### src/design/rrs_pkg.sv
// Shared types and action codes of the round-robin scheduler.
package rrs_pkg;

  localparam logic [2:0] ACT_SCHEDULE = 3'd0;
  localparam logic [2:0] ACT_CREATE   = 3'd1;
  localparam logic [2:0] ACT_REMOVE   = 3'd2;
  localparam logic [2:0] ACT_TASK_EN  = 3'd3;
  localparam logic [2:0] ACT_THR_EN   = 3'd4;
  localparam logic [2:0] ACT_RELEASE  = 3'd5;

  localparam int PERIOD_W = 32;
  localparam int TICK_W   = 32;
  localparam int SLICE_W  = 16;
  localparam int WORD_W   = PERIOD_W + TICK_W + SLICE_W;

  typedef enum logic [2:0] {
    S_IDLE,
    S_SCAN,
    S_HOP,
    S_READ,
    S_RESP
  } state_t;

  typedef struct packed {
    logic [PERIOD_W-1:0] period;
    logic [TICK_W-1:0]   last_run;
    logic [SLICE_W-1:0]  slice;
  } task_word_t;

endpackage

### src/design/rrs_ram.sv
// Generic single-write, single-read RAM with registered read data.
module rrs_ram #(
  parameter int WIDTH = 8,
  parameter int DEPTH = 16
) (
  input  logic                                  clk,
  input  logic                                  we,
  input  logic [(DEPTH > 1 ? $clog2(DEPTH) : 1)-1:0] waddr,
  input  logic [WIDTH-1:0]                      wdata,
  input  logic                                  re,
  input  logic [(DEPTH > 1 ? $clog2(DEPTH) : 1)-1:0] raddr,
  output logic [WIDTH-1:0]                      rdata
);

  logic [WIDTH-1:0] mem [DEPTH];

  always_ff @(posedge clk) begin
    if (we) begin
      mem[waddr] <= wdata;
    end
    if (re) begin
      rdata <= mem[raddr];
    end
  end

endmodule

### src/design/rrs_pick.sv
// Circular first-set search over a request vector from a start index.
module rrs_pick #(
  parameter int N = 4
) (
  input  logic [N-1:0]                       req,
  input  logic [(N > 1 ? $clog2(N) : 1)-1:0] start,
  output logic [(N > 1 ? $clog2(N) : 1)-1:0] idx
);

  localparam int IW = (N > 1) ? $clog2(N) : 1;

  logic          found;
  logic [IW:0]   sum;
  logic [IW-1:0] cand;

  always_comb begin
    found = 1'b0;
    idx   = start;
    sum   = '0;
    cand  = '0;
    for (int n = N - 1; n >= 0; n--) begin
      sum  = {1'b0, start} + (IW + 1)'(n);
      cand = (sum >= (IW + 1)'(N)) ? IW'(sum - (IW + 1)'(N)) : IW'(sum);
      if (req[cand]) begin
        found = 1'b1;
        idx   = cand;
      end
    end
    if (!found) begin
      idx = start;
    end
  end

endmodule

### src/design/thread_task_round_robin_scheduler_unit.sv
// Top level of the round-robin thread and task scheduler.
// Create, remove, enable, release: result valid the cycle after acceptance.
// Schedule: READ then RESP when the chosen thread holds a task, otherwise
// SCAN first (and HOP if none attaches), one task RAM read per cycle.
// One transaction at a time. Synchronous active-low reset clears the state,
// pointers, thread state and task flags; task RAM is written on create.
module thread_task_round_robin_scheduler_unit #(
  parameter int THREADS = 4,
  parameter int TASKS   = 16
) (
  input  logic        clk,
  input  logic        rst_n,
  input  logic        in_valid,
  output logic        in_stall,
  input  logic [2:0]  in_action,
  input  logic [3:0]  in_slot,
  input  logic        in_enable_flag,
  input  logic        in_loop_flag,
  input  logic [31:0] in_period_ticks,
  input  logic [15:0] in_quanta_budget,
  input  logic [31:0] in_now_tick,
  output logic        out_valid,
  input  logic        out_stall,
  output logic [1:0]  out_thread_index,
  output logic        out_task_valid,
  output logic [3:0]  out_task_index,
  output logic [15:0] out_quanta,
  output logic        out_accepted,
  output logic        out_newly_attached
);

  localparam int HW = (THREADS > 1) ? $clog2(THREADS) : 1;
  localparam int TW = (TASKS > 1) ? $clog2(TASKS) : 1;

  rrs_pkg::state_t state_r, state_nxt;

  logic [HW-1:0] cur_r, cur_nxt;
  logic [TW-1:0] ptr_r, ptr_nxt;
  logic [THREADS-1:0] thr_en_r, thr_en_nxt, has_r, has_nxt;
  logic [TW-1:0] thr_task_r [THREADS];
  logic [TW-1:0] thr_task_nxt [THREADS];
  logic [TASKS-1:0] used_r, used_nxt, ten_r, ten_nxt, per_r, per_nxt, tkn_r, tkn_nxt;

  logic [TW:0]   cnt_r, cnt_nxt;
  logic          pend_r, pend_nxt, pq_r, pq_nxt, pp_r, pp_nxt;
  logic [TW-1:0] pk_r, pk_nxt;
  logic          att_r, att_nxt;
  logic [31:0]   now_r, now_nxt;

  logic        ov_r, ov_nxt;
  logic [1:0]  o_thr_r, o_thr_nxt;
  logic        o_tv_r, o_tv_nxt;
  logic [3:0]  o_tk_r, o_tk_nxt;
  logic [15:0] o_q_r, o_q_nxt;
  logic        o_acc_r, o_acc_nxt;
  logic        o_na_r, o_na_nxt;

  logic                   ram_we, ram_re;
  logic [TW-1:0]          ram_waddr, ram_raddr;
  rrs_pkg::task_word_t    ram_wdata, ram_rdata;

  logic [HW-1:0] start_en, pick_en, start_has, pick_has;
  logic          out_free, accept;
  logic [TW-1:0] slot_k, free_k, scan_k;
  logic [HW-1:0] slot_t;
  logic          free_found;
  logic [TW:0]   scan_sum;
  logic [TW:0]   pk_inc;
  logic [TW:0]   ptr_inc;
  logic          qual;

  rrs_ram #(.WIDTH(rrs_pkg::WORD_W), .DEPTH(TASKS)) u_ram (
    .clk   (clk),
    .we    (ram_we),
    .waddr (ram_waddr),
    .wdata (ram_wdata),
    .re    (ram_re),
    .raddr (ram_raddr),
    .rdata (ram_rdata)
  );

  rrs_pick #(.N(THREADS)) u_pick_en (
    .req   (thr_en_r),
    .start (start_en),
    .idx   (pick_en)
  );

  rrs_pick #(.N(THREADS)) u_pick_has (
    .req   (has_r),
    .start (start_has),
    .idx   (pick_has)
  );

  assign out_free = !ov_r || !out_stall;
  assign in_stall = !((state_r == rrs_pkg::S_IDLE) && out_free);
  assign accept   = in_valid && !in_stall;

  assign start_en  = (32'(cur_r) + 1 >= THREADS) ? '0 : HW'(32'(cur_r) + 1);
  assign start_has = start_en;

  assign slot_k   = TW'(32'(in_slot));
  assign slot_t   = HW'(32'(in_slot));
  assign scan_sum = {1'b0, ptr_r} + cnt_r;
  assign scan_k   = (scan_sum >= (TW + 1)'(TASKS)) ? TW'(scan_sum - (TW + 1)'(TASKS))
                                                   : TW'(scan_sum);
  assign pk_inc   = {1'b0, pk_r} + 1'b1;
  assign ptr_inc  = {1'b0, ptr_r} + 1'b1;
  assign qual     = pq_r && (!pp_r ||
                    ((now_r - ram_rdata.last_run) >= ram_rdata.period));

  always_comb begin
    free_found = 1'b0;
    free_k     = '0;
    for (int k = TASKS - 1; k >= 0; k--) begin
      if (!used_r[k]) begin
        free_found = 1'b1;
        free_k     = TW'(k);
      end
    end
  end

  always_ff @(posedge clk) begin
    if (!rst_n) begin
      state_r  <= rrs_pkg::S_IDLE;
      cur_r    <= '0;
      ptr_r    <= '0;
      thr_en_r <= '0;
      has_r    <= '0;
      used_r   <= '0;
      ten_r    <= '0;
      per_r    <= '0;
      tkn_r    <= '0;
      pend_r   <= 1'b0;
      ov_r     <= 1'b0;
      for (int i = 0; i < THREADS; i++) begin
        thr_task_r[i] <= '0;
      end
    end else begin
      state_r  <= state_nxt;
      cur_r    <= cur_nxt;
      ptr_r    <= ptr_nxt;
      thr_en_r <= thr_en_nxt;
      has_r    <= has_nxt;
      used_r   <= used_nxt;
      ten_r    <= ten_nxt;
      per_r    <= per_nxt;
      tkn_r    <= tkn_nxt;
      pend_r   <= pend_nxt;
      ov_r     <= ov_nxt;
      thr_task_r <= thr_task_nxt;
    end
  end

  always_ff @(posedge clk) begin
    cnt_r   <= cnt_nxt;
    pq_r    <= pq_nxt;
    pp_r    <= pp_nxt;
    pk_r    <= pk_nxt;
    att_r   <= att_nxt;
    now_r   <= now_nxt;
    o_thr_r <= o_thr_nxt;
    o_tv_r  <= o_tv_nxt;
    o_tk_r  <= o_tk_nxt;
    o_q_r   <= o_q_nxt;
    o_acc_r <= o_acc_nxt;
    o_na_r  <= o_na_nxt;
  end

  always_comb begin
    state_nxt    = state_r;
    cur_nxt      = cur_r;
    ptr_nxt      = ptr_r;
    thr_en_nxt   = thr_en_r;
    has_nxt      = has_r;
    thr_task_nxt = thr_task_r;
    used_nxt     = used_r;
    ten_nxt      = ten_r;
    per_nxt      = per_r;
    tkn_nxt      = tkn_r;
    cnt_nxt      = cnt_r;
    pend_nxt     = 1'b0;
    pq_nxt       = pq_r;
    pp_nxt       = pp_r;
    pk_nxt       = pk_r;
    att_nxt      = att_r;
    now_nxt      = now_r;
    ov_nxt       = ov_r && out_stall;
    o_thr_nxt    = o_thr_r;
    o_tv_nxt     = o_tv_r;
    o_tk_nxt     = o_tk_r;
    o_q_nxt      = o_q_r;
    o_acc_nxt    = o_acc_r;
    o_na_nxt     = o_na_r;
    ram_we       = 1'b0;
    ram_waddr    = free_k;
    ram_wdata    = '{period: in_period_ticks, last_run: in_now_tick, slice: in_quanta_budget};
    ram_re       = 1'b0;
    ram_raddr    = scan_k;

    unique case (state_r)
      rrs_pkg::S_IDLE: begin
        if (accept) begin
          now_nxt = in_now_tick;
          att_nxt = 1'b0;
          if (in_action == rrs_pkg::ACT_SCHEDULE) begin
            cur_nxt = pick_en;
            cnt_nxt = '0;
            if (has_r[pick_en]) begin
              ptr_nxt   = (ptr_inc >= (TW + 1)'(TASKS)) ? '0 : TW'(ptr_inc);
              state_nxt = rrs_pkg::S_READ;
            end else begin
              state_nxt = rrs_pkg::S_SCAN;
            end
          end else begin
            ov_nxt    = 1'b1;
            o_thr_nxt = '0;
            o_tv_nxt  = 1'b0;
            o_tk_nxt  = '0;
            o_q_nxt   = '0;
            o_acc_nxt = 1'b0;
            o_na_nxt  = 1'b0;
            case (in_action)
              rrs_pkg::ACT_CREATE: begin
                if (free_found) begin
                  used_nxt[free_k] = 1'b1;
                  ten_nxt[free_k]  = 1'b0;
                  per_nxt[free_k]  = in_loop_flag;
                  tkn_nxt[free_k]  = 1'b0;
                  ram_we           = 1'b1;
                  o_tk_nxt         = 4'(32'(free_k));
                  o_acc_nxt        = 1'b1;
                end
              end
              rrs_pkg::ACT_REMOVE: begin
                if (32'(in_slot) < TASKS) begin
                  used_nxt[slot_k] = 1'b0;
                  o_acc_nxt        = 1'b1;
                end
              end
              rrs_pkg::ACT_TASK_EN: begin
                if (32'(in_slot) < TASKS && used_r[slot_k] &&
                    ten_r[slot_k] != in_enable_flag) begin
                  ten_nxt[slot_k] = in_enable_flag;
                  o_acc_nxt       = 1'b1;
                end
              end
              rrs_pkg::ACT_THR_EN: begin
                if (32'(in_slot) < THREADS && thr_en_r[slot_t] != in_enable_flag) begin
                  thr_en_nxt[slot_t] = in_enable_flag;
                  o_acc_nxt          = 1'b1;
                end
              end
              rrs_pkg::ACT_RELEASE: begin
                if (32'(in_slot) < THREADS && has_r[slot_t]) begin
                  has_nxt[slot_t] = 1'b0;
                  tkn_nxt[thr_task_r[slot_t]] = 1'b0;
                  if (!per_r[thr_task_r[slot_t]]) begin
                    used_nxt[thr_task_r[slot_t]] = 1'b0;
                  end
                  o_acc_nxt = 1'b1;
                end
              end
              default: begin
              end
            endcase
          end
        end
      end
      rrs_pkg::S_SCAN: begin
        if (pend_r && qual) begin
          ram_we              = 1'b1;
          ram_waddr           = pk_r;
          ram_wdata           = '{period: ram_rdata.period, last_run: now_r,
                                  slice: ram_rdata.slice};
          tkn_nxt[pk_r]       = 1'b1;
          has_nxt[cur_r]      = 1'b1;
          thr_task_nxt[cur_r] = pk_r;
          ptr_nxt   = (pk_inc >= (TW + 1)'(TASKS)) ? '0 : TW'(pk_inc);
          att_nxt   = 1'b1;
          state_nxt = rrs_pkg::S_READ;
        end else if (cnt_r < (TW + 1)'(TASKS)) begin
          ram_re   = 1'b1;
          pend_nxt = 1'b1;
          pk_nxt   = scan_k;
          pq_nxt   = used_r[scan_k] && ten_r[scan_k] && !tkn_r[scan_k];
          pp_nxt   = per_r[scan_k];
          cnt_nxt  = cnt_r + 1'b1;
        end else begin
          state_nxt = rrs_pkg::S_HOP;
        end
      end
      rrs_pkg::S_HOP: begin
        cur_nxt   = pick_has;
        ptr_nxt   = (ptr_inc >= (TW + 1)'(TASKS)) ? '0 : TW'(ptr_inc);
        state_nxt = rrs_pkg::S_READ;
      end
      rrs_pkg::S_READ: begin
        ram_re    = has_r[cur_r];
        ram_raddr = thr_task_r[cur_r];
        state_nxt = rrs_pkg::S_RESP;
      end
      rrs_pkg::S_RESP: begin
        if (out_free) begin
          ov_nxt    = 1'b1;
          o_thr_nxt = 2'(32'(cur_r));
          o_tv_nxt  = has_r[cur_r];
          o_tk_nxt  = has_r[cur_r] ? 4'(32'(thr_task_r[cur_r])) : '0;
          o_q_nxt   = has_r[cur_r] ? ram_rdata.slice : '0;
          o_acc_nxt = has_r[cur_r];
          o_na_nxt  = att_r;
          state_nxt = rrs_pkg::S_IDLE;
        end
      end
      default: begin
        state_nxt = rrs_pkg::S_IDLE;
      end
    endcase
  end

  assign out_valid          = ov_r;
  assign out_thread_index   = o_thr_r;
  assign out_task_valid     = o_tv_r;
  assign out_task_index     = o_tk_r;
  assign out_quanta         = o_q_r;
  assign out_accepted       = o_acc_r;
  assign out_newly_attached = o_na_r;

endmodule

### config.mk
export PLATFORM = sky130hd
export DESIGN_NAME = thread_task_round_robin_scheduler_unit
export DESIGN_NICKNAME = d
export VERILOG_FILES = /design/src/design/rrs_pkg.sv /design/src/design/rrs_ram.sv /design/src/design/rrs_pick.sv /design/src/design/thread_task_round_robin_scheduler_unit.sv
export SDC_FILE = /design/constraint.sdc
export NUM_CORES = 2
export LEC_CHECK = 0
export ABC_AREA = 1
export BUFFER_PORTS_ARGS = -buffer_cell sky130_fd_sc_hd__buf_4
export CAP_MARGIN = 20
export CORE_MARGIN = 2
export CORE_UTILIZATION = 60
export DETAILED_ROUTE_END_ITERATION = 6
export PLACE_DENSITY = 0.73
export SYNTH_ARGS = -nofsm -noshare
export SYNTH_HDL_FRONTEND = slang
export SYNTH_SLANG_ARGS = --single-unit
### constraint.sdc
create_clock -name clk -period 11.3 [get_ports clk]
set_input_delay 1.695 -clock clk [delete_from_list [all_inputs] [get_ports clk]]
set_output_delay 1.695 -clock clk [all_outputs]
set_load 0.01 [all_outputs]
## After elaboration in Yosys (flattened, before gate mapping)

Memories as Yosys holds them, arrays and structs flattened. A register that Yosys moved wholly into a read port is not among the register bits.
Index checks and enable logic that the tools add are counted.

| cells by class | value |
|---|---|
| add/sub/neg operators | 14 |
| order comparisons | 32 |
| equal/unequal tests | 29 |
| mux-type cells | 212 |
| bitwise gates (word level) | 17 |
| reduce and logical (&&, ||, !) cells | 48 |

Operators with widths:

| cell | number |
|---|---|
| $mux W16 | 14 |
| $mux W4 | 42 |
| $mux W80 | 2 |
| $pmux W16 S2 | 4 |
| $and A16 B16 Y16 | 5 |
| $mux W1 | 72 |
| $bwmux W16 | 3 |
| $not A16 Y16 | 3 |
| $pmux W16 S3 | 1 |
| $mux W2 | 21 |
| $ge A32 B3 Y1 const B | 1 |
| $ge A32 B32 Y1 | 1 |
| $or A16 B16 Y16 | 2 |
| $sub A32 B32 Y32 | 1 |
| $bmux W1 S4 | 7 |
| $lt A4 B5 Y1 const B | 5 |
| $bmux W1 S2 | 12 |
| $lt A2 B3 Y1 const B | 7 |
| $mux W5 | 4 |
| $ne A2 B2 Y1 const B | 10 |
| $reduce_and A5 Y1 | 4 |
| $logic_and A1 B1 Y1 | 17 |
| $bmux W4 S2 | 2 |
| $demux W1 S4 | 4 |
| 48 further kinds | 108 |

| storage, ports and cells | value |
|---|---|
| flip-flop bits (word level) | 168 |
| RAM bits | 1280 |
| input port bits | 93 |
| output and inout bits | 27 |
| word-level logic and storage cells | 380 |
| memories | 1 |

Memory list:

| memory | depth | bits a word | read ports | clocked after memory_dff | wr ports | RTL line | RTL |
|---|---|---|---|---|---|---|---|
| u_ram.mem | 16 | 80 | 1 | 1 | 1 | rrs_ram.sv:15 | `logic [WIDTH-1:0] mem [DEPTH];` |

## Longest topological paths before layout

| logic depth | value |
|---|---|
| word-level depth | 27 |
| depth in mapped cells | 32 |
| depth with buffers taken out | 31 |

## Hierarchy

Synthesis repeated with hierarchy kept, for this count alone.

| unflattened totals | value |
|---|---|
| cells, all modules | 7294 |
| area total of the unflattened synthesis | 70196.1 µm² |

Modules (own cells, without submodules):

| module | times used | cells each | area each (µm²) | sequential area each (µm²) |
|---|---|---|---|---|
| rrs_ram | 1 | 5255 | 56995.9 | 40839.2 |
| thread_task_round_robin_scheduler_unit | 1 | 1935 | 12664.6 | 4053.9 |
| rrs_pick | 2 | 52 | 267.8 | 0.0 |

## Least setup slack after synthesis

No wires, ideal clock.

| path | value |
|---|---|
| kind | flip-flop to flip-flop |
| start point | register now_r[2] |
| end point | memory u_ram.mem[10][0] (netlist name), enable pin |
| setup time | 0.519 ns |
| arrival | 7.313 ns |
| required time | 10.781 ns |
| path slack | 3.469 ns |
| cell stages (with the launch flop) | 27 |
| buffers on the path | 1 |
| period minus slack after synthesis | 7.831 ns |
| cells stage by stage | edfxtp_1 ha_1 a21oi_1 nand2_1 a21oi_1 o21ai_0 a21boi_0 inv_1 nand2_1 nand2_1 a21boi_0 o21ai_0 xor2_1 ha_1 nand2_1 nor3_1 nand3_1 nor2_1 nand4_1 nand4_1 nand3_1 buf_2 o21ai_0 inv_1 nor2_1 nand2_1 nor2_1 |

| on the way | value |
|---|---|
| cells in the longest elaborated chain, start to end | 9 |
| elaborated cells on any way between the ends | 11 |
| classes of those cells | add/sub (1); order compare (1); mux (6); reduce/logical (3) |

RTL lines:

| element | RTL line | RTL |
|---|---|---|
| start: declaration | thread_task_round_robin_scheduler_unit.sv:48 | `logic [31:0] now_r, now_nxt;` |
| start signal: assignment | thread_task_round_robin_scheduler_unit.sv:160 | `now_r <= now_nxt;` |
| $sub A32 B32 Y32 * | thread_task_round_robin_scheduler_unit.sv:109 | `((now_r - ram_rdata.last_run) >= ram_rdata.period));` |
| $ge A32 B32 Y1 * | thread_task_round_robin_scheduler_unit.sv:109 |  |
| $logic_or A1 B1 Y1 * | thread_task_round_robin_scheduler_unit.sv:108 | `assign qual = pq_r && (!pp_r \|\|` |
| $logic_and A1 B1 Y1 * | thread_task_round_robin_scheduler_unit.sv:108 |  |
| $logic_and A1 B1 Y1 * | thread_task_round_robin_scheduler_unit.sv:270 | `if (pend_r && qual) begin` |
| $mux W1 | thread_task_round_robin_scheduler_unit.sv:270 |  |
| $pmux W1 S2 | thread_task_round_robin_scheduler_unit.sv:200 | `unique case (state_r)` |
| $mux W1 | rrs_ram.sv:18 | `if (we) begin` |
| $mux W1 (implied by the code) | rrs_ram.sv:19 | `mem[waddr] <= wdata;` |
| end: declaration | rrs_ram.sv:15 |  |

Every way passes the cells marked *; elsewhere a longest branch is shown, timed or not.

## Worst setup path in the final report

| path | value |
|---|---|
| start point | register now_r[2] |
| end point | memory u_ram.mem[15][5] (netlist name), enable pin |

Same word-level chain as after synthesis.

==> results.cfg <==
[hold_path]
hold_class = flip-flop to flip-flop
worstHoldStart = per_r[10]$_SDFFE_PN0P_

[finish]
nets = 6377
fillers = 8278
synthToLayoutAreaGrowth_pct = 10.9
antenna_cells = 0
fin_cells = 7824
drive_above_1_share = 0.0808

[clock_network]
postCtsHoldBufs = 0
htree_levels = 4
cts_tree = yes
clkTransAtPathRegs_ps = 60
cts_resized = 0
ctsRootBufferMaster = clkbuf_16
clk_path_buf_depth = 3
worst_skew_pair.late_latency_ps = 780
post_cts_buffers = 0
cts.sinks = 1528
numCtsBuffers = 156

[sta]
fin_hold_ws_ps = 472
fin_tns_setup_ps = 0
final-max-slew-violation-count = 0
fin_crit_sh = 0.752
setup_viol = 0
rsz0062_at_grt = false
tightest_slew_ps = 1170
max_freq_mhz = 118
period_needed_ps = 8500
fin_ws_ps = 2800
final.setup_skew_ps = 41.9
finalHoldViolCount = 0
maxSlewHeadroom = 0.223

[critical_path]
crit_end = u_ram.mem[15][5]$_DFFE_PP_
end_kind = flip-flop
crit_path_start = now_r[2]$_DFFE_PP_
r2r_start = now_r[2]$_DFFE_PP_
worstPathRequired_ps = 11680
r2r_setup_slack_ps = 2800
critPathArrivalTime_ps = 8880
r2r-end = u_ram.mem[15][5]$_DFFE_PP_
startpoint_type = flip-flop
crit_type = flip-flop to flip-flop
r2r_cells = 26
path_max_fanout = 54

[routing]
drt-total-wl_mm = 175
wl_per_cell_um = 22.3
drt_iter0_drc = 5459
postRouteAntennaNets = 0
via_per_inst = 5.93
drcViolationCount = 6
vias = 46391
dr.pass1.iters = 7

[synthesis]
syn_nets = 6324
synth_ff_type = edfxtp_1
syn_inst = 6153
async_reset_ff_frac = 0
synth.cell_area_mm2 = 0.0676
synth-seq-area-share = 0.665
syn_area_per_cell_um2 = 11.0
yosysWarnings = 0
synth_edf_count = 1429
synth_cell_types = 56
synth_seq_cells = 1528

[power_and_ir_drop]
irDropWorstVdd_v = 0.000159
power.density_mw_per_mm2 = 161
power.total_w = 0.0120
leakage_nw = 28.6

[flow_run]
maxCapViolations = 0

[die]
io_pins = 120
die_area_mm2 = 0.115
die_h_um = 340
dieWidth_um = 340
row_count = 123
core_mm2 = 0.112
initial_core_util = 0.603

[global_routing]
grt_pass1_wl_mm = 265
antenna_found_initial = 2
grt_pass1_vias = 44222
grtUsageTotal = 0.303
grt_overflow = 0
grt_max_degree = 234

[place]
dp.cells = 7536
port-buffer-count = 119
post-place-ws_ps = 2930
dp_hpwl_mm = 100
globalplace.congestion = 0.954

[outcome]
violations = DRC
status = complete, but fails checks
==> critical path, cell delays in order, from the launching register on <==
cell and delay [ps]:
edfxtp_1 390, ha_1 370, a21oi_1 170, nand2_1 100
a21oi_1 250, o21ai_0 250, a21boi_0 480, inv_1 80
nand2_1 70, nand2_1 70, a21boi_0 280, o21ai_0 150
xor2_1 180, ha_1 310, nand2_1 90, nor3_1 210
nand3_1 90, nor2_1 150, nand4_1 130, nand4_1 340
nand3_4 410, inv_2 860, nand2_1 150, o21ai_2 150
nand3_1 370, nor2_4 970, buf_4 930
==> power breakdown <==
part           total, W  switching [W]  internal (W)
logic          0.000809       0.000570      0.000239
registers       0.00625      0.0000187       0.00623
clock network   0.00497        0.00214       0.00283
==> per-stage QoR <==
stage / cell area [µm²] / util
finish: 74900 / 0.669
global route: 74900 / 0.669
CTS: 74800 / 0.668
detailed placement: 69900 / 0.624
global placement: 69900 / 0.624
floorplan: 67600 / -
==> layout by cell type, fill, tap and decap left out, types with 14 or more instances in the layout <==
cell	netlist	final
edfxtp_1	1429	1429
nand2_1	1234	1234
inv_1	921	919
o211ai_1	550	550
nand3_1	419	418
a21oi_1	289	289
nor2_1	252	236
o21ai_0	246	229
buf_4	2	213
clkbuf_16	0	160
dfxtp_1	99	99
ha_1	76	76
o221ai_1	57	57
nand4_1	37	37
clkinv_1	2	37
clkbuf_1	140	34
o21ai_1	15	29
xor2_1	25	25
o22ai_1	25	25
clkinv_2	0	21
nor3_1	18	18
nor2_4	2	18
inv_2	16	15
xnor2_1	14	14
==> cell type report <==
cell class	count	area (µm²)	share of cell area
Inverter	939	3540	0.0473
Tap cell	1500	1880	0.0251
Clock inverter	81	746	0.00995
Multi-Input combinational cell	3355	17900	0.238
Sequential cell	1528	44900	0.599
Clock buffer	195	4150	0.0553
Timing Repair Buffer	226	1850	0.0247
==> synth_stat cells (all sizes together) (23+ instances only) <==
library cell / count / share of area
o211ai: 551 / 0.061
nand2: 1243 / 0.070
nor3: 23 / 0.0021
nor2: 261 / 0.015
nand3: 422 / 0.031
clkbuf: 140 / 0.0078
o21ai: 266 / 0.020
o221ai: 57 / 0.0074
a21oi: 290 / 0.022
inv: 937 / 0.052
xor2: 25 / 0.0032
o22ai: 25 / 0.0023
ha: 76 / 0.014
buf: 191 / 0.014
dfxtp: 99 / 0.029
edfxtp: 1429 / 0.64
nand4: 37 / 0.0034
==> flip-flops by register name, summed over array words and instances (netlist names), 2 cells and up <==
register          flops
ten_r                16
used_r               16
out_task_index        4
has_r                 4
cnt_r                 5
u_ram.mem          1280
out_quanta           16
cur_r                 2
now_r                32
thr_task_r           16
thr_en_r              4
out_thread_index      2
tkn_r                16
u_ram.rdata          80
ptr_r                 4
per_r                16
state_r               3
pk_r                  4
==> logic make-up after synthesis <==
logic type,Yosys count,synth area share
and+or+nand+nor,1995,0.123
DFF,1528,0.665
buffers and inverters,1270,0.0741
AOI/OAI and AO/OA,1242,0.119
adders and majority gates,78,0.0147
xor gates and xnor gates,39,0.00506
muxes,1,0.000167
==> worst min path at each step <==
stage | to | depth (start not counted)
finish | per_r[10]$_SDFFE_PN0P_ | 2
global route | per_r[6]$_SDFFE_PN0P_ | 2
CTS | per_r[10]$_SDFFE_PN0P_ | 2
detailed placement | per_r[10]$_SDFFE_PN0P_ | 2
global placement | per_r[3]$_SDFFE_PN0P_ | 2
floorplan | per_r[11]$_SDFFE_PN0P_ | 2
==> metal layers <==
layer  part of all wire  up-vias  global-route usage
li1                   -    21591                   -
met1               0.40    22280               0.416
met2               0.47     2131               0.486
met3              0.093      389              0.0563
met4              0.035        0               0.111
met5                  0        -                   0
Power figures use the tool's default switching activity.
